<file path="config.mk">
export PLATFORM = sky130hd
export DESIGN_NAME = lidar_arc_segment_detector
export DESIGN_NICKNAME = d
export VERILOG_FILES = /design/src/sv/lasd_pkg.sv /design/src/sv/lidar_arc_segment_detector.sv
export SDC_FILE = /design/constraint.sdc
export NUM_CORES = 2
export LEC_CHECK = 0
export BUFFER_PORTS_ARGS = -buffer_cell sky130_fd_sc_hd__buf_2
export CAP_MARGIN = 0
export CORE_AREA = 4 4 437 439
export DETAILED_ROUTE_END_ITERATION = 8
export DIE_AREA = 0 0 441 443
export PLACE_DENSITY = 0.77
export SYNTH_ARGS = -nofsm -noshare
export SYNTH_HDL_FRONTEND = slang
export SYNTH_SLANG_ARGS = --single-unit
</file>
<file path="constraint.sdc">
create_clock -name clk -period 18.3 [get_ports clk]
set_input_delay 0 -clock clk [delete_from_list [all_inputs] [get_ports clk]]
set_output_delay 0 -clock clk [all_outputs]
set_load 0.005 [all_outputs]
</file>
<file path="src/sv/lasd_pkg.sv">
`timescale 1ns / 1ps
// ----------------------------------------------------------------------------
// lasd_pkg
// Shared constants, types and tables for the lidar arc segment detector.
// ----------------------------------------------------------------------------
package lasd_pkg;

    localparam int MAX_BEAMS    = 4096;
    localparam int ANGLE_BITS   = 16;
    localparam int CORDIC_STEPS = 16;
    localparam int BEAM_W       = $clog2(MAX_BEAMS);
    localparam int STEP_W       = $clog2(CORDIC_STEPS + 1);

    localparam logic [29:0] KINV_Q30 = 30'd652032874;
    localparam logic [23:0] LEN_MAX  = 24'hFFFFFF;
    localparam logic [12:0] CNT_MAX  = 13'h1FFF;

    // register indexes
    localparam logic [2:0] REG_RANGE_MAX   = 3'd0;
    localparam logic [2:0] REG_RANGE_MIN   = 3'd1;
    localparam logic [2:0] REG_ANGLE_START = 3'd2;
    localparam logic [2:0] REG_ANGLE_STEP  = 3'd3;
    localparam logic [2:0] REG_JOIN_SQ     = 3'd4;
    localparam logic [2:0] REG_TARGET      = 3'd5;
    localparam logic [2:0] REG_TOL         = 3'd6;

    typedef enum logic [3:0] {
        ST_IDLE,
        ST_ANGLE,
        ST_SCALE,
        ST_CORDIC,
        ST_ROUND,
        ST_DIFF,
        ST_SQUARE,
        ST_SQRT,
        ST_UPDATE,
        ST_FINISH,
        ST_OUT
    } state_t;

    function automatic logic [31:0] atan_turn(input logic [4:0] i);
        logic [31:0] v;
        unique case (i)
            5'd0:  v = 32'h20000000;
            5'd1:  v = 32'h12E4051E;
            5'd2:  v = 32'h09FB385B;
            5'd3:  v = 32'h051111D4;
            5'd4:  v = 32'h028B0D43;
            5'd5:  v = 32'h0145D7E1;
            5'd6:  v = 32'h00A2F61E;
            5'd7:  v = 32'h00517C55;
            5'd8:  v = 32'h0028BE53;
            5'd9:  v = 32'h00145F2F;
            5'd10: v = 32'h000A2F98;
            5'd11: v = 32'h000517CC;
            5'd12: v = 32'h00028BE6;
            5'd13: v = 32'h000145F3;
            5'd14: v = 32'h0000A2FA;
            5'd15: v = 32'h0000517D;
            5'd16: v = 32'h000028BE;
            5'd17: v = 32'h0000145F;
            5'd18: v = 32'h00000A30;
            5'd19: v = 32'h00000518;
            5'd20: v = 32'h0000028C;
            5'd21: v = 32'h00000146;
            5'd22: v = 32'h000000A3;
            5'd23: v = 32'h00000051;
            default: v = 32'h0;
        endcase
        return v;
    endfunction

endpackage

</file>
<file path="src/sv/lidar_arc_segment_detector.sv">
`timescale 1ns / 1ps
// ----------------------------------------------------------------------------
// lidar_arc_segment_detector
// Converts range samples to x/y by CORDIC, joins near points into segments
// and reports the first segment whose length falls in the target band.
// ----------------------------------------------------------------------------
//  channel  signals                                     dir
//  in       in_valid, in_stall, range_mm, last_in_scan  sink
//  out      out_valid, out_stall, found, seg_*          source
//  cfg      cfg_we, cfg_index, cfg_data                 sink
//
// A valid sample with a previous point runs ST_ANGLE, ST_SCALE, the CORDIC
// steps, ST_ROUND, ST_DIFF, ST_SQUARE, the square root walk, ST_UPDATE and
// ST_FINISH before the next intake. The first valid point of a scan skips
// ST_SQUARE and ST_SQRT; a skipped sample goes from ST_ANGLE to ST_FINISH.
// The input stalls while an item is in work. A last-of-scan item passes
// through ST_OUT and holds there while the previous result is still waiting.
// Reset clears all scan state and loads the register defaults.
module lidar_arc_segment_detector (
    input  logic        clk,
    input  logic        rst_n,
    input  logic        in_valid,
    output logic        in_stall,
    input  logic [15:0] range_mm,
    input  logic        last_in_scan,
    output logic        out_valid,
    input  logic        out_stall,
    output logic        found,
    output logic [12:0] seg_points,
    output logic signed [28:0] seg_sum_x,
    output logic signed [28:0] seg_sum_y,
    output logic [23:0] seg_length_mm,
    input  logic        cfg_we,
    input  logic [2:0]  cfg_index,
    input  logic [31:0] cfg_data
);
    import lasd_pkg::*;

    logic [15:0] rmax_reg, rmin_reg, astart_reg, astep_reg, target_reg, tol_reg;
    logic [31:0] join_reg;

    state_t state_reg, state_next;
    logic [BEAM_W-1:0] beam_reg, beam_next;
    logic signed [16:0] prev_x_reg, prev_x_next, prev_y_reg, prev_y_next;
    logic have_prev_reg, have_prev_next, in_seg_reg, in_seg_next;
    logic found_reg, found_next;
    logic [23:0] len_reg, len_next;
    logic signed [28:0] sx_reg, sx_next, sy_reg, sy_next;
    logic [12:0] cnt_reg, cnt_next;

    // working registers
    logic [15:0] r_reg, r_next;
    logic last_reg, last_next;
    logic [1:0] q_reg, q_next;
    logic signed [32:0] z_reg, z_next;
    logic signed [35:0] cx_reg, cx_next, cy_reg, cy_next;
    logic [5:0] step_reg, step_next;
    logic signed [16:0] x_reg, x_next, y_reg, y_next;
    logic signed [17:0] dx_reg, dx_next, dy_reg, dy_next;
    logic [34:0] d2_reg, d2_next;
    logic [34:0] rem_reg, rem_next, root_reg, root_next, bit_reg, bit_next;
    logic sq_phase_reg, sq_phase_next;
    logic [23:0] gap_reg, gap_next;

    logic out_valid_reg, out_valid_next, o_found_reg, o_found_next;
    logic [12:0] o_cnt_reg, o_cnt_next;
    logic signed [28:0] o_sx_reg, o_sx_next, o_sy_reg, o_sy_next;
    logic [23:0] o_len_reg, o_len_next;

    always_ff @(posedge clk or negedge rst_n)
    begin
        if (!rst_n)
        begin
            rmax_reg   <= 16'd2600;
            rmin_reg   <= 16'd120;
            astart_reg <= 16'd32768;
            astep_reg  <= 16'd182;
            join_reg   <= 32'd200000;
            target_reg <= 16'd471;
            tol_reg    <= 16'd100;
        end
        else if (cfg_we)
        begin
            unique case (cfg_index)
                REG_RANGE_MAX:   rmax_reg   <= cfg_data[15:0];
                REG_RANGE_MIN:   rmin_reg   <= cfg_data[15:0];
                REG_ANGLE_START: astart_reg <= cfg_data[15:0];
                REG_ANGLE_STEP:  astep_reg  <= cfg_data[15:0];
                REG_JOIN_SQ:     join_reg   <= cfg_data;
                REG_TARGET:      target_reg <= cfg_data[15:0];
                REG_TOL:         tol_reg    <= cfg_data[15:0];
                default: ;
            endcase
        end
    end

    always_ff @(posedge clk or negedge rst_n)
    begin
        if (!rst_n)
        begin
            state_reg     <= ST_IDLE;
            beam_reg      <= '0;
            prev_x_reg    <= '0;
            prev_y_reg    <= '0;
            have_prev_reg <= 1'b0;
            in_seg_reg    <= 1'b0;
            found_reg     <= 1'b0;
            len_reg       <= '0;
            sx_reg        <= '0;
            sy_reg        <= '0;
            cnt_reg       <= '0;
            out_valid_reg <= 1'b0;
        end
        else
        begin
            state_reg     <= state_next;
            beam_reg      <= beam_next;
            prev_x_reg    <= prev_x_next;
            prev_y_reg    <= prev_y_next;
            have_prev_reg <= have_prev_next;
            in_seg_reg    <= in_seg_next;
            found_reg     <= found_next;
            len_reg       <= len_next;
            sx_reg        <= sx_next;
            sy_reg        <= sy_next;
            cnt_reg       <= cnt_next;
            out_valid_reg <= out_valid_next;
        end
    end

    always_ff @(posedge clk)
    begin
        r_reg        <= r_next;
        last_reg     <= last_next;
        q_reg        <= q_next;
        z_reg        <= z_next;
        cx_reg       <= cx_next;
        cy_reg       <= cy_next;
        step_reg     <= step_next;
        x_reg        <= x_next;
        y_reg        <= y_next;
        dx_reg       <= dx_next;
        dy_reg       <= dy_next;
        d2_reg       <= d2_next;
        rem_reg      <= rem_next;
        root_reg     <= root_next;
        bit_reg      <= bit_next;
        sq_phase_reg <= sq_phase_next;
        gap_reg      <= gap_next;
        o_found_reg  <= o_found_next;
        o_cnt_reg    <= o_cnt_next;
        o_sx_reg     <= o_sx_next;
        o_sy_reg     <= o_sy_next;
        o_len_reg    <= o_len_next;
    end

    function automatic logic signed [16:0] clamp17(input logic signed [22:0] v);
        logic signed [16:0] c;
        if (v > 23'sd65535)
            c = 17'sd65535;
        else if (v < -23'sd65536)
            c = -17'sd65536;
        else
            c = v[16:0];
        return c;
    endfunction

    function automatic logic signed [28:0] sat_add(input logic signed [28:0] a,
                                                   input logic signed [16:0] b);
        logic signed [29:0] s;
        s = 30'(a) + 30'(b);
        if (s > 30'sd268435455)
            s = 30'sd268435455;
        else if (s < -30'sd268435456)
            s = -30'sd268435456;
        return s[28:0];
    endfunction

    // shared datapath signals
    logic [31:0] ang_full;
    logic [ANGLE_BITS-1:0] ang;
    logic [31:0] phase, d_ph;
    logic [1:0] q_w;
    logic [45:0] scale_prod;
    logic signed [35:0] shx, shy;
    logic signed [22:0] rx, ry;
    logic [35:0] sq_x, sq_y;
    logic [34:0] trial;
    logic [24:0] len_sum;
    logic signed [18:0] hi_b, lo_b;
    logic signed [25:0] twice;

    always_comb
    begin
        state_next     = state_reg;
        beam_next      = beam_reg;
        prev_x_next    = prev_x_reg;
        prev_y_next    = prev_y_reg;
        have_prev_next = have_prev_reg;
        in_seg_next    = in_seg_reg;
        found_next     = found_reg;
        len_next       = len_reg;
        sx_next        = sx_reg;
        sy_next        = sy_reg;
        cnt_next       = cnt_reg;
        r_next         = r_reg;
        last_next      = last_reg;
        q_next         = q_reg;
        z_next         = z_reg;
        cx_next        = cx_reg;
        cy_next        = cy_reg;
        step_next      = step_reg;
        x_next         = x_reg;
        y_next         = y_reg;
        dx_next        = dx_reg;
        dy_next        = dy_reg;
        d2_next        = d2_reg;
        rem_next       = rem_reg;
        root_next      = root_reg;
        bit_next       = bit_reg;
        sq_phase_next  = sq_phase_reg;
        gap_next       = gap_reg;
        out_valid_next = out_valid_reg;
        o_found_next   = o_found_reg;
        o_cnt_next     = o_cnt_reg;
        o_sx_next      = o_sx_reg;
        o_sy_next      = o_sy_reg;
        o_len_next     = o_len_reg;

        ang_full   = 32'(astart_reg) + 32'(beam_reg) * 32'(astep_reg);
        ang        = ang_full[ANGLE_BITS-1:0];
        phase      = {ang, {(32-ANGLE_BITS){1'b0}}};
        q_w        = 2'(((phase + 32'h20000000) >> 30));
        d_ph       = phase - {q_w, 30'd0};
        scale_prod = 46'(r_reg) * 46'(KINV_Q30) + 46'd32768;
        shx        = cx_reg >>> step_reg[4:0];
        shy        = cy_reg >>> step_reg[4:0];
        rx         = 23'((cx_reg + 36'sd8192) >>> 14);
        ry         = 23'((cy_reg + 36'sd8192) >>> 14);
        sq_x       = 36'($signed(dx_reg) * $signed(dx_reg));
        sq_y       = 36'($signed(dy_reg) * $signed(dy_reg));
        trial      = root_reg + bit_reg;
        len_sum    = 25'(len_reg) + 25'(gap_reg);
        twice      = {1'b0, len_reg, 1'b0};
        hi_b       = 19'(target_reg) * 19'sd2 + 19'(tol_reg);
        lo_b       = 19'(target_reg) * 19'sd2 - 19'(tol_reg) * 19'sd3;

        if (out_valid_reg && !out_stall)
            out_valid_next = 1'b0;

        unique case (state_reg)
            ST_IDLE:
            begin
                if (in_valid)
                begin
                    r_next     = range_mm;
                    last_next  = last_in_scan;
                    state_next = ST_ANGLE;
                end
            end
            ST_ANGLE:
            begin
                q_next = q_w;
                z_next = {d_ph[31], d_ph};
                if (!found_reg && r_reg < rmax_reg && r_reg > rmin_reg)
                    state_next = ST_SCALE;
                else
                    state_next = ST_FINISH;
            end
            ST_SCALE:
            begin
                cx_next   = 36'(scale_prod[45:16]);
                cy_next   = '0;
                step_next = '0;
                state_next = ST_CORDIC;
            end
            ST_CORDIC:
            begin
                if (step_reg == 6'(CORDIC_STEPS))
                    state_next = ST_ROUND;
                else
                begin
                    if (!z_reg[32])
                    begin
                        cx_next = cx_reg - shy;
                        cy_next = cy_reg + shx;
                        z_next  = z_reg - 33'(atan_turn(step_reg[4:0]));
                    end
                    else
                    begin
                        cx_next = cx_reg + shy;
                        cy_next = cy_reg - shx;
                        z_next  = z_reg + 33'(atan_turn(step_reg[4:0]));
                    end
                    step_next = step_reg + 6'd1;
                end
            end
            ST_ROUND:
            begin
                unique case (q_reg)
                    2'd0: begin x_next = clamp17(rx);  y_next = clamp17(ry);  end
                    2'd1: begin x_next = clamp17(-ry); y_next = clamp17(rx);  end
                    2'd2: begin x_next = clamp17(-rx); y_next = clamp17(-ry); end
                    default: begin x_next = clamp17(ry); y_next = clamp17(-rx); end
                endcase
                state_next = ST_DIFF;
            end
            ST_DIFF:
            begin
                dx_next = 18'(x_reg) - 18'(prev_x_reg);
                dy_next = 18'(y_reg) - 18'(prev_y_reg);
                if (have_prev_reg)
                    state_next = ST_SQUARE;
                else
                    state_next = ST_UPDATE;
            end
            ST_SQUARE:
            begin
                d2_next       = 35'(sq_x) + 35'(sq_y);
                rem_next      = 35'(sq_x) + 35'(sq_y);
                root_next     = '0;
                bit_next      = 35'h400000000;
                sq_phase_next = 1'b0;
                state_next    = ST_SQRT;
            end
            ST_SQRT:
            begin
                // bit walk-down then digit iterations, then rounding
                if (!sq_phase_reg)
                begin
                    if (bit_reg > d2_reg)
                        bit_next = bit_reg >> 2;
                    else
                        sq_phase_next = 1'b1;
                end
                else if (bit_reg != '0)
                begin
                    if (rem_reg >= trial)
                    begin
                        rem_next  = rem_reg - trial;
                        root_next = (root_reg >> 1) + bit_reg;
                    end
                    else
                        root_next = root_reg >> 1;
                    bit_next = bit_reg >> 2;
                end
                else
                begin
                    gap_next   = 24'(root_reg) + 24'(rem_reg > root_reg);
                    state_next = ST_UPDATE;
                end
            end
            ST_UPDATE:
            begin
                if (have_prev_reg)
                begin
                    if (d2_reg < 35'(join_reg))
                    begin
                        if (!in_seg_reg)
                        begin
                            in_seg_next = 1'b1;
                            len_next = len_reg;
                            sx_next = '0;
                            sy_next = '0;
                            cnt_next = '0;
                            gap_next = gap_reg;
                            len_next = (25'(gap_reg) > 25'(LEN_MAX)) ? LEN_MAX : gap_reg;
                            sx_next = sat_add(29'sd0, x_reg);
                            sy_next = sat_add(29'sd0, y_reg);
                            cnt_next = 13'd1;
                        end
                        else
                        begin
                            len_next = len_sum[24] ? LEN_MAX : len_sum[23:0];
                            sx_next  = sat_add(sx_reg, x_reg);
                            sy_next  = sat_add(sy_reg, y_reg);
                            if (cnt_reg != CNT_MAX)
                                cnt_next = cnt_reg + 13'd1;
                        end
                    end
                    else
                    begin
                        if (in_seg_reg)
                        begin
                            if (twice < 26'(hi_b) && twice > 26'(lo_b))
                            begin
                                sx_next = sat_add(sx_reg, x_reg);
                                sy_next = sat_add(sy_reg, y_reg);
                                if (cnt_reg != CNT_MAX)
                                    cnt_next = cnt_reg + 13'd1;
                                found_next = 1'b1;
                            end
                            else
                            begin
                                len_next = '0;
                                sx_next  = '0;
                                sy_next  = '0;
                                cnt_next = '0;
                            end
                        end
                        in_seg_next = 1'b0;
                    end
                end
                prev_x_next    = x_reg;
                prev_y_next    = y_reg;
                have_prev_next = 1'b1;
                state_next     = ST_FINISH;
            end
            ST_FINISH:
            begin
                beam_next = beam_reg + BEAM_W'(1);
                if (last_reg)
                    state_next = ST_OUT;
                else
                    state_next = ST_IDLE;
            end
            ST_OUT:
            begin
                if (!out_valid_reg)
                begin
                    out_valid_next = 1'b1;
                    o_found_next   = found_reg;
                    o_cnt_next     = found_reg ? cnt_reg : '0;
                    o_sx_next      = found_reg ? sx_reg : '0;
                    o_sy_next      = found_reg ? sy_reg : '0;
                    o_len_next     = found_reg ? len_reg : '0;
                    beam_next      = '0;
                    prev_x_next    = '0;
                    prev_y_next    = '0;
                    have_prev_next = 1'b0;
                    in_seg_next    = 1'b0;
                    found_next     = 1'b0;
                    len_next       = '0;
                    sx_next        = '0;
                    sy_next        = '0;
                    cnt_next       = '0;
                    state_next     = ST_IDLE;
                end
            end
            default: state_next = ST_IDLE;
        endcase
    end

    assign in_stall      = (state_reg != ST_IDLE);
    assign out_valid     = out_valid_reg;
    assign found         = o_found_reg;
    assign seg_points    = o_cnt_reg;
    assign seg_sum_x     = o_sx_reg;
    assign seg_sum_y     = o_sy_reg;
    assign seg_length_mm = o_len_reg;

endmodule

</file>
==> run summary <==
The hold violation total from the final report is 0. For this run, design rule violations remaining after detail routing come to 0. The clock skew is 0.05861 ns. In this run the worst path has a maximum fanout of 15. The global placer's final weighted congestion came out at 1.017. The clock period minus worst slack came out at 9.529 ns. The clock tree from TritonCTS is done. At the end of the flow, the number of nets in the layout was 11880. The layout overhead on the synthesized area came out at 7.515%. The wire length of the first global-routing pass came out at 429900 um.

The summed instance area of the synthesized netlist is around 0.093 mm2. The total wire length after detailed routing is around 270000 um. The sequential cell area came out at 0.02091 mm2. The number of optimization iterations in the first detailed-route pass came out at 8. The worst setup path is of the reg -> reg kind.

The data arrival time of the worst path came out at 9.98 ns. The family with the most delay on the worst path is adder cells. The cell row count is 159. Leaving out fill and tap cells, the most frequent cells in the layout are 1543 x sky130_fd_sc_hd__inv_1, 936 x sky130_fd_sc_hd__fa_1, 933 x sky130_fd_sc_hd__nand2_1, 856 x sky130_fd_sc_hd__ha_1, 569 x sky130_fd_sc_hd__nor2_1. The remaining global-route overflow is 0. The mean post-synth cell area came out at 9.281 um2.

The count of H-tree levels built during CTS came out at 3. The core region is 0.1872 mm2. Adding up every negative setup slack in the final design gives 0 ns. The number of slew-limit violations in the final report came to 0. After synthesis, the share of flip-flops with an asynchronous set or reset is 36.88%. The run finished with clean final reports. The clock drives roughly 750 sinks. The number of post-CTS setup repair buffers came out at 0.

Counting stages on the worst path, the most repeated cell is sky130_fd_sc_hd__fa_1. The number of register bits inferred by synthesis is 751. The most common cell after layout, fill and taps aside is sky130_fd_sc_hd__inv_1. The number of primary I/O pins is 155. The total number of vias is ~74000.

The primary flip-flop cell chosen by synthesis mapping is sky130_fd_sc_hd__edfxtp_1. The critical path data required time is 18.75 ns. The largest individual stage delay along the critical path comes from the cell sky130_fd_sc_hd__edfxtp_1. The area share of the largest cell type after synthesis is about a fifth.

In the post-synthesis netlist, the biggest area contributors are sky130_fd_sc_hd__fa_1 20%, sky130_fd_sc_hd__edfxtp_1 14%, sky130_fd_sc_hd__ha_1 12%. The number of nets with antenna violations after detailed routing is 0. The detail-routed via count per cell came out at a little under 6. The number of hold buffers added after CTS was 75. The stage delay of the slowest cell on the critical path is 0.77 ns. The via count of the first global-routing pass came out at 75820. Setup repair after global routing left no endpoint under its margin. The fraction of the yosys area taken by sequential cells came out at 22.50%. The final routed wire length divided by cell count is 21.57 um. The transition time at the pin with the least slew margin came out at 1.240 ns. The critical path capture point type is a flip-flop. Derived from the worst setup path, the maximum achievable clock frequency is ~100 MHz. The final worst-path cycle share came out at 52.07%.

The number of flops mapped to enable cells by yosys is 444. The number of nets handed over by synthesis was around 12000. The quantity of gates resized following cts is 0. Setup violations remaining at the end of the flow were counted as 0. The number of design-rule violations left by the first detailed-router iteration is 7134. The fill cell total of the finished layout is around 16000. The number of CTS-inserted buffers is 90. The yosys synthesis warning count came out at 0. After clock tree synthesis, the clock-pin slew on the worst setup and hold paths is 0.06 ns. The worst setup path is launched from a flip-flop. The number of maximum-capacitance constraint violations came out at 0. In this run the tool buffered the top-level ports with roughly 150 buffer cells. The area taken by multi-input logic gates is 0.06476 mm2.

The number of distinct standard cells referenced by the synthesized netlist came out at between 100 and 150. Summed over all nets, wire length on met2 after detailed routing comes to 125800 um. The routed length on met3 is 19750 um.

The die span in y came out at 443 um. The horizontal die dimension came out at 441 um. The top routing layer in use is met5. The post-route netlist has 7.105% of its cells at a drive strength greater than 1.

Headroom to the max-slew limit came out at 16.89%. After detailed routing, the wire length on met1 is 111800 um. The worst min-delay path class is in -> async. The initial standard-cell utilization of the core came out at 49.62%. Counting every instance in the synthesized netlist gives around 10000. The detailed placement HPWL is 214600 um. The worst-case clock buffer depth came out at 3. The cell sitting at the root of the clock tree is a sky130_fd_sc_hd__clkbuf_16. The synthesized design spends more area on one cell type than any other, namely sky130_fd_sc_hd__fa_1. The initial antenna violation count is 18. The global-route usage over all layers is 27.84%. The floorplan die area came out at 0.1954 mm2. The pin count of the biggest net entering global routing came out at between 100 and 150. The clock latency at the later pin of the worst-skew pair is 0.75 ns. The buffering stage count on the worst path with inverters included is 5.
-- stage by stage --
stage / instances / util (%) / worst slack (ns) / instance area [um2] / hold WS [ns]
floorplan: 10010 / - / 10.25 / 92900 / -0.2956
global placement: 12360 / 51.26 / 8.912 / 95960 / 0.1043
detailed placement: 12360 / 51.26 / 8.869 / 95960 / 0.1065
CTS: 12600 / 53.34 / 8.772 / 99850 / 0.0007825
global route: 12610 / 53.35 / 8.268 / 99870 / 0.04338
finish: 12610 / 53.35 / 8.771 / 99880 / 0.02458
-- per-layer routing --
layer	vias to the layer above	global-route usage, %
met5	-	0
met4	2	13.26
met3	615	4.147
met1	36620	37.15
met2	3015	44.52
li1	33920	-
-- area by class of cell --
type                       count  share of cell area (%)
sequential                   751                   20.93
inverter                    1557                   5.858
clock buffer                 118                   2.527
clock inverter                52                  0.6201
tap                         2495                   3.126
antenna                       12                 0.03007
multi-input combinational   7327                   64.84
timing repair buffer         300                   2.067
-- path summary, 6_finish.rpt --
path,start,slack [ns],to,cells after the start
min in group clk,cfg_data[19],0.05,join_reg[19]$_DFFE_PN0P_,4
max,dy_reg[4]$_DFFE_PN_,8.77,rem_reg[34]$_DFFE_PP_,27
max reg2reg,dy_reg[4]$_DFFE_PN_,8.77,rem_reg[34]$_DFFE_PP_,27
min,rst_n,0.02,out_valid$_DFF_PN0_,2
max in group asynchronous,rst_n,15.22,found_reg$_DFFE_PN0P_,5
min reg2reg,rmax_reg[3]$_DFFE_PN1P_,0.51,rmax_reg[3]$_DFFE_PN1P_,2
-- cells by family after synthesis --
group / after synthesis / synth area share [%]
AND/OR/NAND/NOR: 2682 / 13.89
adder cells (fa/ha/maj): 1792 / 31.70
AO/OA/AOI/OAI: 1960 / 13.77
multiplexers: 260 / 4.279
XOR/XNOR: 633 / 5.976
buffers and inverters: 1932 / 7.891
flip-flops: 751 / 22.50
-- worst register-to-register path: stages, from the launching register on --
cell and delay (ns):
sky130_fd_sc_hd__edfxtp_1 0.77, sky130_fd_sc_hd__inv_1 0.34, sky130_fd_sc_hd__nor2_1 0.28, sky130_fd_sc_hd__fa_1 0.48, sky130_fd_sc_hd__fa_1 0.50, sky130_fd_sc_hd__fa_1 0.52, sky130_fd_sc_hd__inv_1 0.05, sky130_fd_sc_hd__fa_1 0.48
sky130_fd_sc_hd__inv_1 0.06, sky130_fd_sc_hd__fa_1 0.52, sky130_fd_sc_hd__fa_1 0.54, sky130_fd_sc_hd__fa_1 0.55, sky130_fd_sc_hd__inv_1 0.06, sky130_fd_sc_hd__fa_1 0.53, sky130_fd_sc_hd__inv_1 0.05, sky130_fd_sc_hd__ha_1 0.36
sky130_fd_sc_hd__a21o_1 0.14, sky130_fd_sc_hd__a21oi_1 0.08, sky130_fd_sc_hd__o21bai_1 0.33, sky130_fd_sc_hd__o21ba_2 0.23, sky130_fd_sc_hd__o31ai_1 0.68, sky130_fd_sc_hd__nand3b_1 0.21, sky130_fd_sc_hd__a311oi_1 0.64, sky130_fd_sc_hd__a41oi_1 0.25
sky130_fd_sc_hd__a21oi_1 0.18, sky130_fd_sc_hd__a21oi_1 0.09, sky130_fd_sc_hd__xnor2_1 0.14, sky130_fd_sc_hd__a21o_1 0.20
-- synthesized netlist by cell type, types with 22 or more instances --
cell,number
sky130_fd_sc_hd__nand2b_1,86
sky130_fd_sc_hd__and2_1,316
sky130_fd_sc_hd__o21bai_1,69
sky130_fd_sc_hd__nand4_1,94
sky130_fd_sc_hd__dfrtp_1,247
sky130_fd_sc_hd__nand3_1,164
sky130_fd_sc_hd__o21a_1,89
sky130_fd_sc_hd__a211oi_1,72
sky130_fd_sc_hd__nor4_1,46
sky130_fd_sc_hd__a21o_1,232
sky130_fd_sc_hd__nor3_1,130
sky130_fd_sc_hd__ha_1,856
sky130_fd_sc_hd__or3_1,47
sky130_fd_sc_hd__xnor2_1,401
sky130_fd_sc_hd__inv_1,1545
sky130_fd_sc_hd__buf_2,23
sky130_fd_sc_hd__o221ai_1,35
sky130_fd_sc_hd__clkbuf_1,310
sky130_fd_sc_hd__a31oi_1,76
sky130_fd_sc_hd__a21oi_1,476
sky130_fd_sc_hd__nor2b_1,95
sky130_fd_sc_hd__buf_1,32
sky130_fd_sc_hd__mux2i_1,63
sky130_fd_sc_hd__dfstp_2,30
sky130_fd_sc_hd__mux2_2,97
sky130_fd_sc_hd__a21boi_0,27
sky130_fd_sc_hd__a211o_1,23
sky130_fd_sc_hd__a22oi_1,28
sky130_fd_sc_hd__nor2_1,572
sky130_fd_sc_hd__xor2_1,231
sky130_fd_sc_hd__o31ai_1,83
sky130_fd_sc_hd__edfxtp_1,444
sky130_fd_sc_hd__a31o_2,35
sky130_fd_sc_hd__fa_1,936
sky130_fd_sc_hd__dfxtp_1,30
sky130_fd_sc_hd__and4_1,22
sky130_fd_sc_hd__nand2_1,933
sky130_fd_sc_hd__and3_1,67
sky130_fd_sc_hd__o311ai_0,22
sky130_fd_sc_hd__mux4_2,100
sky130_fd_sc_hd__o21ai_0,452
sky130_fd_sc_hd__o211ai_1,44
Power is left out: the tool's default activity adds up to more than one toggle a clock period on the data nets, which glitch-free logic cannot reach.
